## config.mk

```make
export PLATFORM = sky130hd
export DESIGN_NAME = integer_divider_signed_unsigned_core
export DESIGN_NICKNAME = d
export VERILOG_FILES = /design/src/hw/rtl/intdiv_pkg.sv /design/src/hw/rtl/intdiv_step.sv /design/src/hw/rtl/integer_divider_signed_unsigned_core.sv
export SDC_FILE = /design/constraint.sdc
export NUM_CORES = 2
export LEC_CHECK = 0
export ABC_AREA = 1
export ABC_CLOCK_PERIOD_IN_PS = 8400
export BUFFER_PORTS_ARGS = -buffer_cell sky130_fd_sc_hd__buf_2
export CAP_MARGIN = 40
export CORE_MARGIN = 5
export CORE_UTILIZATION = 25
export CTS_CLUSTER_DIAMETER = 200
export DETAILED_ROUTE_END_ITERATION = 16
export GPL_ROUTABILITY_DRIVEN = 0
export PLACE_DENSITY = 0.34
export SKIP_LAST_GASP = 1
export SLEW_MARGIN = 40
export SYNTH_ARGS = -nofsm -noshare
export SYNTH_HDL_FRONTEND = slang
export SYNTH_SLANG_ARGS = --single-unit
export TNS_END_PERCENT = 5
```

## constraint.sdc

```tcl
create_clock -name clk_i -period 8.4 [get_ports clk_i]
set_clock_uncertainty 0.2 [all_clocks]
set_input_delay 2.52 -clock clk_i [delete_from_list [all_inputs] [get_ports clk_i]]
set_output_delay 2.52 -clock clk_i [all_outputs]
set_load 0.02 [all_outputs]
```

## src/hw/rtl/intdiv_pkg.sv

```systemverilog
// ----------------------------------------------------------------------------
// Integer divider package
// Shared constants and the sign/zero flag bundle carried down the pipeline.
// ----------------------------------------------------------------------------
package intdiv_pkg;

  localparam int unsigned DataWidthDef = 32;

  typedef struct packed {
    logic neg_quo;
    logic neg_rem;
    logic div_zero;
  } intdiv_flags_t;

endpackage

```

## src/hw/rtl/intdiv_step.sv

```systemverilog
// ----------------------------------------------------------------------------
// Integer divider quotient step
// One registered restoring shift-subtract step for a fixed quotient bit.
// ----------------------------------------------------------------------------
module intdiv_step #(
  parameter int unsigned DATA_WIDTH = intdiv_pkg::DataWidthDef,
  parameter int unsigned BIT_POS    = 0
) (
  input  logic                     clk_i,
  input  logic                     rst_ni,
  input  logic                     valid_i,
  output logic                     ready_o,
  input  logic [DATA_WIDTH-1:0]    rem_i,
  input  logic [DATA_WIDTH-1:0]    quo_i,
  input  logic [DATA_WIDTH-1:0]    den_i,
  input  intdiv_pkg::intdiv_flags_t flags_i,
  output logic                     valid_o,
  input  logic                     ready_i,
  output logic [DATA_WIDTH-1:0]    rem_o,
  output logic [DATA_WIDTH-1:0]    quo_o,
  output logic [DATA_WIDTH-1:0]    den_o,
  output intdiv_pkg::intdiv_flags_t flags_o
);

  localparam logic [DATA_WIDTH-1:0] LowMask =
    (DATA_WIDTH'(1) << BIT_POS) - DATA_WIDTH'(1);

  logic                      valid_q;
  logic [DATA_WIDTH-1:0]     rem_q, rem_d;
  logic [DATA_WIDTH-1:0]     quo_q, quo_d;
  logic [DATA_WIDTH-1:0]     den_q;
  intdiv_pkg::intdiv_flags_t flags_q;
  logic [DATA_WIDTH-1:0]     rem_hi;
  logic [DATA_WIDTH:0]       diff;
  logic                      load;

  assign ready_o = !valid_q || ready_i;
  assign load    = valid_i && ready_o;

  always_comb begin
    rem_hi = rem_i >> BIT_POS;
    diff   = {1'b0, rem_hi} - {1'b0, den_i};
    rem_d  = rem_i;
    quo_d  = quo_i;
    if (!diff[DATA_WIDTH]) begin
      rem_d          = (diff[DATA_WIDTH-1:0] << BIT_POS) | (rem_i & LowMask);
      quo_d[BIT_POS] = 1'b1;
    end
  end

  always_ff @(posedge clk_i or negedge rst_ni) begin
    if (!rst_ni) begin
      valid_q <= 1'b0;
    end else if (ready_o) begin
      valid_q <= valid_i;
    end
  end

  always_ff @(posedge clk_i) begin
    if (load) begin
      rem_q   <= rem_d;
      quo_q   <= quo_d;
      den_q   <= den_i;
      flags_q <= flags_i;
    end
  end

  assign valid_o = valid_q;
  assign rem_o   = rem_q;
  assign quo_o   = quo_q;
  assign den_o   = den_q;
  assign flags_o = flags_q;

endmodule

```

## src/hw/rtl/integer_divider_signed_unsigned_core.sv

```systemverilog
// ----------------------------------------------------------------------------
// Signed/unsigned integer divider core
// Pipelined restoring divider, one quotient bit per stage.
// ----------------------------------------------------------------------------
//   channel | direction | handshake             | payload
//   in      | input     | in_valid_i/in_ready_o | action_i, dividend_in_i, divisor_in_i
//   out     | output    | out_valid_o/out_ready_i | quotient_out_o, remainder_out_o,
//           |           |                       | divide_by_zero_o
//
// One transaction enters per cycle while in_ready_o is high; each one passes the
// operand register, one stage per quotient bit and the sign fixup/output register.
// Each stage holds its own valid bit; a stage moves when it is empty or the
// next one takes its transaction, so bubbles close up under a stall.
// Reset clears all valid bits; payload registers are not reset.
// ----------------------------------------------------------------------------
module integer_divider_signed_unsigned_core #(
  parameter int unsigned DATA_WIDTH = intdiv_pkg::DataWidthDef
) (
  input  logic                  clk_i,
  input  logic                  rst_ni,
  input  logic                  in_valid_i,
  output logic                  in_ready_o,
  input  logic                  action_i,
  input  logic [DATA_WIDTH-1:0] dividend_in_i,
  input  logic [DATA_WIDTH-1:0] divisor_in_i,
  output logic                  out_valid_o,
  input  logic                  out_ready_i,
  output logic [DATA_WIDTH-1:0] quotient_out_o,
  output logic [DATA_WIDTH-1:0] remainder_out_o,
  output logic                  divide_by_zero_o
);

  // operand register
  logic                      op_valid_q;
  logic [DATA_WIDTH-1:0]     op_num_q, op_num_d;
  logic [DATA_WIDTH-1:0]     op_den_q, op_den_d;
  intdiv_pkg::intdiv_flags_t op_flags_q, op_flags_d;
  logic                      op_ready;
  logic                      a_neg, b_neg;

  assign a_neg = action_i && dividend_in_i[DATA_WIDTH-1];
  assign b_neg = action_i && divisor_in_i[DATA_WIDTH-1];

  always_comb begin
    op_num_d            = a_neg ? (DATA_WIDTH'(0) - dividend_in_i) : dividend_in_i;
    op_den_d            = b_neg ? (DATA_WIDTH'(0) - divisor_in_i) : divisor_in_i;
    op_flags_d.neg_quo  = a_neg ^ b_neg;
    op_flags_d.neg_rem  = a_neg;
    op_flags_d.div_zero = (divisor_in_i == '0);
  end

  assign in_ready_o = !op_valid_q || op_ready;

  always_ff @(posedge clk_i or negedge rst_ni) begin
    if (!rst_ni) begin
      op_valid_q <= 1'b0;
    end else if (in_ready_o) begin
      op_valid_q <= in_valid_i;
    end
  end

  always_ff @(posedge clk_i) begin
    if (in_valid_i && in_ready_o) begin
      op_num_q   <= op_num_d;
      op_den_q   <= op_den_d;
      op_flags_q <= op_flags_d;
    end
  end

  // quotient stages
  logic                      st_valid [DATA_WIDTH+1];
  logic                      st_ready [DATA_WIDTH+1];
  logic [DATA_WIDTH-1:0]     st_rem   [DATA_WIDTH+1];
  logic [DATA_WIDTH-1:0]     st_quo   [DATA_WIDTH+1];
  logic [DATA_WIDTH-1:0]     st_den   [DATA_WIDTH+1];
  intdiv_pkg::intdiv_flags_t st_flags [DATA_WIDTH+1];

  assign st_valid[0] = op_valid_q;
  assign st_rem[0]   = op_num_q;
  assign st_quo[0]   = '0;
  assign st_den[0]   = op_den_q;
  assign st_flags[0] = op_flags_q;
  assign op_ready    = st_ready[0];

  for (genvar k = 0; k < DATA_WIDTH; k++) begin : g_step
    intdiv_step #(
      .DATA_WIDTH (DATA_WIDTH),
      .BIT_POS    (DATA_WIDTH - 1 - k)
    ) u_step (
      .clk_i   (clk_i),
      .rst_ni  (rst_ni),
      .valid_i (st_valid[k]),
      .ready_o (st_ready[k]),
      .rem_i   (st_rem[k]),
      .quo_i   (st_quo[k]),
      .den_i   (st_den[k]),
      .flags_i (st_flags[k]),
      .valid_o (st_valid[k+1]),
      .ready_i (st_ready[k+1]),
      .rem_o   (st_rem[k+1]),
      .quo_o   (st_quo[k+1]),
      .den_o   (st_den[k+1]),
      .flags_o (st_flags[k+1])
    );
  end

  // sign fixup and output register
  logic                  out_valid_q;
  logic [DATA_WIDTH-1:0] out_quo_q, out_quo_d;
  logic [DATA_WIDTH-1:0] out_rem_q, out_rem_d;
  logic                  out_dbz_q;
  intdiv_pkg::intdiv_flags_t fin_flags;

  assign fin_flags            = st_flags[DATA_WIDTH];
  assign st_ready[DATA_WIDTH] = !out_valid_q || out_ready_i;

  always_comb begin
    out_quo_d = fin_flags.neg_quo ? (DATA_WIDTH'(0) - st_quo[DATA_WIDTH])
                                  : st_quo[DATA_WIDTH];
    out_rem_d = fin_flags.neg_rem ? (DATA_WIDTH'(0) - st_rem[DATA_WIDTH])
                                  : st_rem[DATA_WIDTH];
    if (fin_flags.div_zero) begin
      out_quo_d = '0;
      out_rem_d = '0;
    end
  end

  always_ff @(posedge clk_i or negedge rst_ni) begin
    if (!rst_ni) begin
      out_valid_q <= 1'b0;
    end else if (st_ready[DATA_WIDTH]) begin
      out_valid_q <= st_valid[DATA_WIDTH];
    end
  end

  always_ff @(posedge clk_i) begin
    if (st_valid[DATA_WIDTH] && st_ready[DATA_WIDTH]) begin
      out_quo_q <= out_quo_d;
      out_rem_q <= out_rem_d;
      out_dbz_q <= fin_flags.div_zero;
    end
  end

  assign out_valid_o      = out_valid_q;
  assign quotient_out_o   = out_quo_q;
  assign remainder_out_o  = out_rem_q;
  assign divide_by_zero_o = out_dbz_q;

  // checks
  a_dbz_zero: assert property (@(posedge clk_i) disable iff (!rst_ni)
    out_valid_o && divide_by_zero_o |-> quotient_out_o == '0 && remainder_out_o == '0)
    else $error("divide by zero result not cleared");

  a_stall_source: assert property (@(posedge clk_i) disable iff (!rst_ni)
    !in_ready_o |-> out_valid_o && !out_ready_i)
    else $error("input stalled without output backpressure");

  a_op_dbz: assert property (@(posedge clk_i) disable iff (!rst_ni)
    op_valid_q && op_flags_q.div_zero |-> op_den_q == '0)
    else $error("zero divisor flag disagrees with operand");

endmodule

```

==> impl_metrics.tcl <==
set metrics [dict create \
    setup_viol 0 \
    insertion_delay_ps 930 \
    avgRoutedWirePerCell_um 17.1 \
    synth_top_family_by_area "simple AND/OR/NAND/NOR gates" \
    first_pass_iters 5 \
    final_nets 9800 \
    port_buffers 135 \
    slew_headroom 0.410 \
    hold_path.class "reg -> reg" \
    area_growth_pct 16.6 \
    leakage_nw 52.6 \
    grt_overflow 0 \
    fin_tns_setup_ps 0 \
    synth_nets 9367 \
    p_per_area_nw_per_um2 292 \
    cts_tree "built" \
    crit_type "in -> out" \
    setup_ws_ps 315 \
    status "complete, no violations" \
    critical-path-top-delay-family "simple AND/OR/NAND/NOR gates" \
    start_util 0.251 \
    drtIter0Drc 3798 \
    rows 252 \
    grt_max_degree 95 \
    critPathCaptureType "output pin" \
    cp_num_buf_inv 4 \
    io_pins 136 \
    drv_cap 0 \
    grt_usage 0.109 \
    critPathArrivalTime_ps 5370 \
    syn_inst 8737 \
    path_cells "buf_2 -> inv_2 -> nand3_2 -> nor2_4 -> nand4_4 -> nor2_4 -> nand4_4 -> nor2_4 -> buf_12 -> nand4_4 -> nor2_4 -> nand4_4 -> nor2_4 -> nand4_4 -> nor2_4 -> nand4_4 -> nor2_4 -> nand4_4 -> nor2_4 -> nand4_4 -> buf_2" \
    cpPeakStageDelay_ps 220 \
    die_width_um 697 \
    htreeDepth 5 \
    hold_viol 0 \
    syn_avg_cell_area_um2 13.5 \
    slowest_stage "nor2_4" \
    totalWireLength_mm 269 \
    yosysUniqueCellTypes 67 \
    vdd_ir_drop_max_uv 184 \
    cts_buffer_depth 4 \
    synthesis.area_um2 118000 \
    synth_xor_area_frac 0.0364 \
    synth_flop_cell "edfxtp_1" \
    period_minus_slack_ps 8090 \
    slew_viol_final 0 \
    utilization 0.292 \
    ys_warn_count 0 \
    placed_cell_area_um2 127000 \
    vias 65000 \
    ant_nets 0 \
    core-area_um2 471000 \
    dp_hpwl_mm 202 \
    numCtsBuffers 334 \
    finalCritPeriodShare 0.963 \
    required_ps 5680 \
    cts.sink_count 2806 \
    grt_antenna_before_repair 23 \
    worst_pin_slew_ps 863 \
    grt_pass1_vias 66900 \
    seq_area_frac_synth 0.712 \
    path_clk_slew_ps 50 \
    rsz0062_at_grt "no" \
    place_ws_ps 136 \
    synth_async_sr_flop_share 0.0121 \
    cts_root_buf "clkbuf_16" \
    synth-compound-area-share 0.0729 \
    route.detailed.drc 0 \
    yosys-mux-area-fraction 0 \
    finish.instance_area_um2 138000 \
    layout-drive-gt1-share 0.0886 \
    fin_cells 15700 \
    ys_ff_latch 2806 \
    crit_path_start_kind "input port" \
    crit_fanout 3 \
    grt_pass1_wl_mm 415 \
    die_h_um 697 \
    die_area_um2 486000 \
    synth-edff-count 2772 \
    numPlacedInstances 15100 \
    synthAdderAreaFrac 0.0614 \
    fmax_mhz 124 \
    drt-vias-per-instance 4.15 \
    synth-simple-area-share 0.0786 \
]
## worst paths after layout
| check | from | end | slack, ps | cells past startpoint |
|---|---|---|---|---|
| max | out_ready_i | in_ready_o | 310 | 21 |
| min | g_step[28].u_step.quo_o[28] | g_step[29].u_step.quo_o[28] | 200 | 0 |
| max reg2reg | g_step[27].u_step.den_o[0] | g_step[28].u_step.rem_o[14] | 3690 | 14 |
| min reg2reg | g_step[28].u_step.quo_o[28] | g_step[29].u_step.quo_o[28] | 200 | 0 |
| max in group asynchronous | rst_ni | g_step[26].u_step.valid_o | 6040 | 3 |
| min in group asynchronous | rst_ni | g_step[4].u_step.valid_o | 1370 | 2 |
## metal layers
| layer | vias to the layer above | part of all wire | track usage |
|---|---|---|---|
| li1 | 32300 | - | - |
| met1 | 31100 | 0.43 | 0.138 |
| met2 | 1101 | 0.50 | 0.191 |
| met3 | 450 | 0.041 | 0.0178 |
| met4 | 0 | 0.028 | 0.0312 |
| met5 | - | 0 | 0 |
## cell usage after synthesis, types with 9 or more instances
master	number	area share
o21a_1	16	0.0010
a211oi_1	20	0.0013
nand2_1	1123	0.036
or2_2	37	0.0020
a21o_1	18	0.0011
nand4_1	62	0.0033
inv_1	1050	0.033
xnor2_1	221	0.016
inv_2	9	0.00029
edfxtp_1	2772	0.71
nor3_1	119	0.0050
nor3b_1	14	0.00089
buf_6	10	0.00095
o21ai_2	21	0.0016
xor2_1	269	0.020
and3_1	10	0.00053
o21ai_1	58	0.0025
nand3_1	167	0.0071
o21ai_0	626	0.027
a21oi_1	648	0.027
buf_2	18	0.00076
fa_1	31	0.0053
o31ai_1	22	0.0014
dfrtp_1	34	0.0072
nor2_1	423	0.013
o211ai_1	10	0.00064
clkbuf_1	78	0.0025
o221ai_1	12	0.00089
nor4_1	121	0.0064
ha_1	530	0.056
a31oi_1	28	0.0015
o21bai_1	49	0.0031
## flip-flops by register name (all words and copies together), names as in the netlist
| name | count |
|---|---|
| g_step.u_step.valid_o | 32 |
| g_step.u_step.den_o | 992 |
| g_step.u_step.flags_o | 96 |
| op_den_q | 32 |
| op_num_q | 32 |
| op_valid_q | 1 |
| g_step.u_step.quo_o | 528 |
| remainder_out_o | 32 |
| out_valid_o | 1 |
| op_flags_q | 3 |
| quotient_out_o | 32 |
| divide_by_zero_o | 1 |
| g_step.u_step.rem_o | 1024 |
## power breakdown
group / total, mW / switching (mW) / internal [mW] / leakage, nW
Sequential: 20.2 / 1.44 / 18.8 / 27.5
Clock: 14.1 / 5.80 / 8.30 / 5.22
Combinational: 5.85 / 3.76 / 2.09 / 19.8
## cells by family after synthesis
logic type               count (synthesis)
AND/OR/NAND/NOR                       2124
AO/OA/AOI/OAI                         1579
buffers and inverters                 1177
flip-flops                            2806
XOR/XNOR                               490
adder cells (fa/ha/maj)                561
## cell type report
| class | instances | area [um^2] |
|---|---|---|
| clock inverters | 197 | 1850 |
| fillers | 47100 | 333000 |
| multi-input cells | 4754 | 29600 |
| diodes | 5 | 12.5 |
| inverters | 1063 | 4020 |
| well taps | 6223 | 7790 |
| repair buffers | 211 | 1420 |
| clock buffers | 415 | 8880 |
| flip-flops and latches | 2806 | 84100 |
## per-stage QoR
step	hold WS (ps)	power, mW
after floorplan	200	24.3
after global placement	201	26.5
after detailed placement	205	26.6
after CTS	190	41.1
after global routing	194	42.6
final	199	40.2
## worst register-to-register path: stages (launching register included)
cell	delay (ps)
edfxtp_1	400
ha_1	250
fa_1	420
o21ai_1	280
a31oi_1	200
o21ai_1	290
a21boi_1	110
buf_4	180
o21ai_1	300
a21oi_1	180
o21ai_2	310
nand3_1	140
nand2_2	210
clkinv_2	540
o21ai_0	500
## cell usage in the layout, fill, tap and decap left out, drive strengths merged, types with 34 or more instances in the layout
master	instances
buf	211
nor3	122
nand3	168
nand2	1127
o21ai	705
a21oi	657
xor2	269
nor2	433
or2	37
clkbuf	415
o21bai	52
ha	530
nand4	70
clkinv	158
edfxtp	2772
dfrtp	34
nor4	121
inv	1062
xnor2	221
## timing repair
item                       4_1_cts  5_1_grt
setup buffers                    0        1
hold buffers                     0        0
resized for setup                0        0
setup endpoints to repair        0        1
(Power assumes the default switching activity.)
